### src/sv/assert_macros.svh
// Assertion macros shared by the filter's RTL files.
// Depends on nothing; included by files that carry concurrent assertions.
`ifndef ASSERT_MACROS_SVH
`define ASSERT_MACROS_SVH

// Property must hold at every rising edge outside reset.
`define BQF_ASSERT(name, clk, rst, prop, msg) \
   name: assert property (@(posedge clk) disable iff (rst) (prop)) else $error(msg);

// Condition must never be true at a rising edge outside reset.
`define BQF_ASSERT_NEVER(name, clk, rst, cond, msg) \
   name: assert property (@(posedge clk) disable iff (rst) !(cond)) else $error(msg);

`endif

### src/sv/bqf_pkg.sv
// Shared constants, payload structs and state types of the biquad cascade.
// Used by bqf_section, cascaded_biquad_iir_filter and the testbench.
package bqf_pkg;

   localparam int SECTIONS       = 4;
   localparam int SAMPLE_WIDTH   = 24;
   localparam int COEF_FRAC_BITS = 28;
   localparam int COEF_WIDTH     = 32;
   localparam int TAPS           = 5;
   localparam int NUM_COEFS      = SECTIONS * TAPS;
   localparam int COEF_IDX_WIDTH = 5;
   localparam int TAP_WIDTH      = 3;
   localparam int PROD_WIDTH     = COEF_WIDTH + SAMPLE_WIDTH;
   localparam int ACC_WIDTH      = PROD_WIDTH + 3;
   localparam int ROUND_WIDTH    = ACC_WIDTH - COEF_FRAC_BITS;

   typedef logic [TAP_WIDTH-1:0] tap_type;

   // Coefficient positions inside one section, also the sequencer steps.
   localparam tap_type TAP_B0     = 3'd0;
   localparam tap_type TAP_B1     = 3'd1;
   localparam tap_type TAP_B2     = 3'd2;
   localparam tap_type TAP_A1     = 3'd3;
   localparam tap_type TAP_A2     = 3'd4;
   localparam tap_type STEP_DRAIN = 3'd5;
   localparam tap_type STEP_FINAL = 3'd6;

   localparam logic KIND_COEF   = 1'b0;
   localparam logic KIND_SAMPLE = 1'b1;

   localparam logic signed [ACC_WIDTH-1:0] ROUND_BIAS =
      ACC_WIDTH'(64'sd1 <<< (COEF_FRAC_BITS - 1));
   localparam logic signed [ROUND_WIDTH-1:0] SAMPLE_MAX =
      ROUND_WIDTH'((64'sd1 <<< (SAMPLE_WIDTH - 1)) - 64'sd1);
   localparam logic signed [ROUND_WIDTH-1:0] SAMPLE_MIN =
      ROUND_WIDTH'(-(64'sd1 <<< (SAMPLE_WIDTH - 1)));

   typedef logic signed [SAMPLE_WIDTH-1:0] sample_type;
   typedef logic signed [COEF_WIDTH-1:0]   coef_type;

   typedef struct packed {
      logic                      kind;
      sample_type                sample_in;
      logic [COEF_IDX_WIDTH-1:0] coef_index;
      coef_type                  coef_value;
   } req_type;

   typedef struct packed {
      sample_type sample_out;
      logic       saturated;
   } rsp_type;

   // Sample handed from one section to the next.
   typedef struct packed {
      logic       valid;
      sample_type sample;
      logic       sat;
   } link_type;

   // Coefficient write steered to one section.
   typedef struct packed {
      logic     we;
      tap_type  pos;
      coef_type value;
   } coef_wr_type;

   typedef enum logic [1:0] {
      ST_IDLE,
      ST_RUN,
      ST_HOLD
   } state_type;

endpackage

### src/sv/bqf_section.sv
// One second-order section: coefficients, history and a shared multiply-accumulate.
// Depends on bqf_pkg and assert_macros.svh.
`include "assert_macros.svh"

module bqf_section (
   input  logic                 clock,
   input  logic                 reset,
   input  bqf_pkg::coef_wr_type coef_wr,
   input  bqf_pkg::link_type    link_in,
   output bqf_pkg::link_type    link_out,
   output logic                 busy
);

   localparam int PW = bqf_pkg::PROD_WIDTH;
   localparam int AW = bqf_pkg::ACC_WIDTH;
   localparam int YW = bqf_pkg::ROUND_WIDTH;
   localparam int SW = bqf_pkg::SAMPLE_WIDTH;
   localparam int F  = bqf_pkg::COEF_FRAC_BITS;

   bqf_pkg::coef_type   coef_ff [bqf_pkg::TAPS];
   bqf_pkg::sample_type x1_ff, x1_in, x2_ff, x2_in;
   bqf_pkg::sample_type y1_ff, y1_in, y2_ff, y2_in;
   bqf_pkg::sample_type cur_ff, cur_in;
   logic                sat_carry_ff, sat_carry_in;
   logic                busy_ff, busy_in;
   bqf_pkg::tap_type    cnt_ff, cnt_in;
   logic signed [PW-1:0] prod_ff, prod_in;
   logic                prod_valid_ff, prod_valid_in;
   logic                sub_ff, sub_in;
   logic signed [AW-1:0] acc_ff, acc_in;
   bqf_pkg::sample_type out_sample_ff, out_sample_in;
   logic                out_sat_ff, out_sat_in;
   logic                done_ff, done_in;

   bqf_pkg::coef_type   coef_sel;
   bqf_pkg::sample_type op_sel;
   logic signed [YW-1:0] y_wide;
   bqf_pkg::sample_type y_sat;
   logic                clip;

   // Coefficient and operand for the current multiply step.
   always_comb begin
      coef_sel = '0;
      for (int i = 0; i < bqf_pkg::TAPS; i++) begin
         if (cnt_ff == bqf_pkg::tap_type'(i)) begin
            coef_sel = coef_ff[i];
         end
      end
      case (cnt_ff)
         bqf_pkg::TAP_B0: op_sel = cur_ff;
         bqf_pkg::TAP_B1: op_sel = x1_ff;
         bqf_pkg::TAP_B2: op_sel = x2_ff;
         bqf_pkg::TAP_A1: op_sel = y1_ff;
         bqf_pkg::TAP_A2: op_sel = y2_ff;
         default:         op_sel = '0;
      endcase
   end

   // The accumulator starts at the rounding bias, so the final shift rounds to nearest.
   assign y_wide = acc_ff[AW-1:F];
   assign clip   = (y_wide > bqf_pkg::SAMPLE_MAX) || (y_wide < bqf_pkg::SAMPLE_MIN);
   always_comb begin
      if (y_wide > bqf_pkg::SAMPLE_MAX) begin
         y_sat = SW'(bqf_pkg::SAMPLE_MAX);
      end else if (y_wide < bqf_pkg::SAMPLE_MIN) begin
         y_sat = SW'(bqf_pkg::SAMPLE_MIN);
      end else begin
         y_sat = SW'(y_wide);
      end
   end

   always_comb begin
      x1_in         = x1_ff;
      x2_in         = x2_ff;
      y1_in         = y1_ff;
      y2_in         = y2_ff;
      cur_in        = cur_ff;
      sat_carry_in  = sat_carry_ff;
      busy_in       = busy_ff;
      cnt_in        = cnt_ff;
      prod_in       = coef_sel * op_sel;
      prod_valid_in = 1'b0;
      sub_in        = (cnt_ff == bqf_pkg::TAP_A1) || (cnt_ff == bqf_pkg::TAP_A2);
      acc_in        = acc_ff;
      out_sample_in = out_sample_ff;
      out_sat_in    = out_sat_ff;
      done_in       = 1'b0;
      if (link_in.valid) begin
         busy_in      = 1'b1;
         cnt_in       = bqf_pkg::TAP_B0;
         cur_in       = link_in.sample;
         sat_carry_in = link_in.sat;
         acc_in       = bqf_pkg::ROUND_BIAS;
      end else if (busy_ff) begin
         cnt_in        = cnt_ff + bqf_pkg::tap_type'(1);
         prod_valid_in = (cnt_ff < bqf_pkg::STEP_DRAIN);
         if (prod_valid_ff) begin
            if (sub_ff) begin
               acc_in = acc_ff - AW'(prod_ff);
            end else begin
               acc_in = acc_ff + AW'(prod_ff);
            end
         end
         if (cnt_ff == bqf_pkg::STEP_FINAL) begin
            busy_in       = 1'b0;
            done_in       = 1'b1;
            x2_in         = x1_ff;
            x1_in         = cur_ff;
            y2_in         = y1_ff;
            y1_in         = y_sat;
            out_sample_in = y_sat;
            out_sat_in    = sat_carry_ff | clip;
         end
      end
   end

   always_ff @(posedge clock) begin
      if (reset) begin
         for (int i = 0; i < bqf_pkg::TAPS; i++) begin
            coef_ff[i] <= '0;
         end
         x1_ff         <= '0;
         x2_ff         <= '0;
         y1_ff         <= '0;
         y2_ff         <= '0;
         busy_ff       <= 1'b0;
         cnt_ff        <= bqf_pkg::TAP_B0;
         prod_valid_ff <= 1'b0;
         done_ff       <= 1'b0;
      end else begin
         for (int i = 0; i < bqf_pkg::TAPS; i++) begin
            if (coef_wr.we && coef_wr.pos == bqf_pkg::tap_type'(i)) begin
               coef_ff[i] <= coef_wr.value;
            end
         end
         x1_ff         <= x1_in;
         x2_ff         <= x2_in;
         y1_ff         <= y1_in;
         y2_ff         <= y2_in;
         busy_ff       <= busy_in;
         cnt_ff        <= cnt_in;
         prod_valid_ff <= prod_valid_in;
         done_ff       <= done_in;
      end
   end

   always_ff @(posedge clock) begin
      cur_ff        <= cur_in;
      sat_carry_ff  <= sat_carry_in;
      prod_ff       <= prod_in;
      sub_ff        <= sub_in;
      acc_ff        <= acc_in;
      out_sample_ff <= out_sample_in;
      out_sat_ff    <= out_sat_in;
   end

   assign link_out.valid  = done_ff;
   assign link_out.sample = out_sample_ff;
   assign link_out.sat    = out_sat_ff;
   assign busy            = busy_ff;

   `BQF_ASSERT_NEVER(a_no_start_while_busy, clock, reset, link_in.valid && busy_ff, "section started while busy")
   `BQF_ASSERT_NEVER(a_step_in_range, clock, reset, busy_ff && (cnt_ff > bqf_pkg::STEP_FINAL), "section step counter out of range")

endmodule

### config.mk
export PLATFORM = sky130hd
export DESIGN_NAME = bqf_section
export DESIGN_NICKNAME = d
export VERILOG_FILES = /design/src/sv/bqf_pkg.sv /design/src/sv/bqf_section.sv
export VERILOG_INCLUDE_DIRS = /design/src /design/src/sv
export SDC_FILE = /design/constraint.sdc
export NUM_CORES = 2
export LEC_CHECK = 0
export BUFFER_PORTS_ARGS = -buffer_cell sky130_fd_sc_hd__buf_2
export CORE_AREA = 2 2 325 327
export CTS_BUF_LIST = sky130_fd_sc_hd__clkbuf_4
export CTS_CLUSTER_SIZE = 28
export DETAILED_ROUTE_END_ITERATION = 6
export DIE_AREA = 0 0 327 329
export PLACE_DENSITY = 0.7
export SYNTH_ARGS = -nofsm -noshare
export SYNTH_HDL_FRONTEND = slang
export SYNTH_SLANG_ARGS = --single-unit
### constraint.sdc
create_clock -name clock -period 11.2 [get_ports clock]
set_clock_uncertainty 0.05 [all_clocks]
set_input_delay 1.12 -clock clock [delete_from_list [all_inputs] [get_ports clock]]
set_output_delay 1.12 -clock clock [all_outputs]
set_load 0.05 [all_outputs]
==> results.ini <==
[timing]
final_max_slew_viol_count = 0
hold_violations = 0
setup_viol = 0
relSlewSlack_pct = 17.76
hold_slack_ps = 305.6
tightest_slew_ps = 1234
grt_setup_unrepaired = false
period_minus_slack_ps = 10740
setup_tns_ps = 0
max_freq_ghz = 0.09312
fin_crit_sh_pct = 95.89

[synth]
synthAdderAreaFrac_pct = 39.59
yosys.area.top_type = fa_1
yosys.area_share.simple_pct = 14.81
synth.avg_cell_area_um2 = 9.138
synthArstFlopShare_pct = 0
ys_ff_latch = 428
synth_compound_area_share_pct = 10.53
synth_edf_count = 210
ys.warnings.count = 0
ys_types = 88
synth_area_leaders = fa_1, edfxtp_1, dfxtp_1
synthesis.nets = 6145
synthFlopType = dfxtp_1
synthMostInstantiatedCell = inv_1
synth.mux.area_fraction_pct = 0.08622
netlist_instances = 5082
synth_top_family_by_area = adder cells
synth_top_cells_by_count = inv_1, fa_1, nand2_1
yosys.area.top_type_share_pct = 33.80
synthesis.area_um2 = 46440
synth-seq-area-share_pct = 22.98
synthXorXnorAreaFrac_pct = 2.999

[clocking]
clk_pin_slew_worst_paths_ps = 80
clock-root-buffer = clkbuf_4
htree_num_levels = 3
cts_resized = 0
clk_latency_ps = 960
cts_hold_buf = 0
cts_buffers = 104
tritoncts = built
cts.sinks = 428
postCtsSetupBuffers = 0
clock_path_buffers = 3

[critical_path]
path_max_fanout = 24
critPathRequiredTime_ps = 11890
max_stage_delay_ps = 930
crit_arrival_ps = 11430
worst-path-buf-inv = 7
crit_top_cell = fa_1
critPathLaunchType = flop
worst_path_max_delay_cell = a31oi_4
cp_top_family = adder cells
crit_type = reg2reg
critPathCaptureType = flop

[layout]
final_nets = 6174
stdcell_count = 6588
area_growth_pct = 7.592
drive_above_1_share_pct = 7.995

[floorplan]
dieHeight_um = 329
ios = 91
core-area_um2 = 104400
dieWidth_um = 327
initial_core_util_pct = 44.49
die-area_um2 = 107600
rows = 119

[status]
violations = DRC
status = finished with violations

[global_route]
grt_overflow = 0
grt_pass1_wl_um = 222000
grt_max_degree = 98
grt_pass1_vias = 37450
grtUsageTotal_pct = 27.21
grt_antenna_before_repair = 8

[placement]
dp_cells = 6396
gp_congestion = 0.9845
io_buffers = 90
hpwlAfterDp_um = 110000

[drt]
initialDrtViolationCount = 3045
dr_total_vias = 36430
wl_per_cell_um = 21.90
via_per_inst = 5.529
wl_um = 144300
ant_nets = 0
drc = 6
dr.pass1.iters = 7

[job]
maxCapViolCount = 0

[worst_hold_path]
hp-class = in2reg

layout by cell type, fill, tap and decap left out, drive strengths merged, types with 34 or more instances in the layout:
master and instances:
a21o 121, a21oi 333, a221oi 34, a22oi 41, and2 70, buf 196, clkbuf 154, dfxtp 218
edfxtp 210, fa 784, ha 215, inv 840, nand2 720, nand3 72, nor2 547, nor3 63
o21ai 76, xnor2 117, xor2 42
final cells by class:
cell class              count  area, um2
well taps                1391       1740
repair buffers            196       1251
clock buffers             154       1156
clock inverters            32      209.0
fillers                  9804      54410
inverters                 838       3147
flip-flops and latches    428      10670
multi-input cells        3543      31780
diodes                      6      15.01
sequential cells by signal, summed over array words and instances, names as in the netlist:
name and flops:
y1_ff 24, x2_ff 24, sub_ff 1, coef_ff 160, acc_ff 59, sat_carry_ff 1, cnt_ff 3, out_sat_ff 1
prod_ff 56, done_ff 1, y2_ff 24, busy 1, cur_ff 24, out_sample_ff 24, prod_valid_ff 1, x1_ff 24
cell families after synthesis:
logic type / after synthesis
mux: 4
compound gates: 769
xor+xnor: 159
buf+inv: 1111
fa+ha+maj: 999
flops: 428
simple gates: 1612
path summary, 6_finish.rpt:
path         slack, ps  startpoint  cells past startpoint      endpoint
max                460   cnt_ff[0]                     30   prod_ff[37]
min reg2reg        360   x1_ff[16]                      2     x2_ff[16]
min                310  link_in[0]                      1  sat_carry_ff
max reg2reg        460   cnt_ff[0]                     30   prod_ff[37]
stage by stage:
| stage | instance area (um2) | setup slack (ps) | util (%) |
|---|---|---|---|
| finish | 49970 | 460.6 | 47.87 |
| CTS | 49950 | 781.6 | 47.86 |
| floorplan | 46440 | 2700 | - |
| global placement | 48590 | 917.9 | 46.55 |
| global route | 49960 | 191.9 | 47.86 |
| detailed placement | 48590 | 913.7 | 46.55 |
per-layer routing:
layer / part of all wire, % / track usage (%) / routed length (um) / vias to the layer above
li1: - / - / - / 16140
met1: 39 / 34.22 / 55610 / 18270
met2: 47 / 44.39 / 67370 / 1629
met3: 9.3 / 6.516 / 13480 / 388
met4: 5.4 / 12.83 / 7780 / 4
met5: 0.020 / 0 / 29 / -
Power is not shown: default switching activity piles up to over one toggle a cycle in this logic, so the estimate is an artifact.
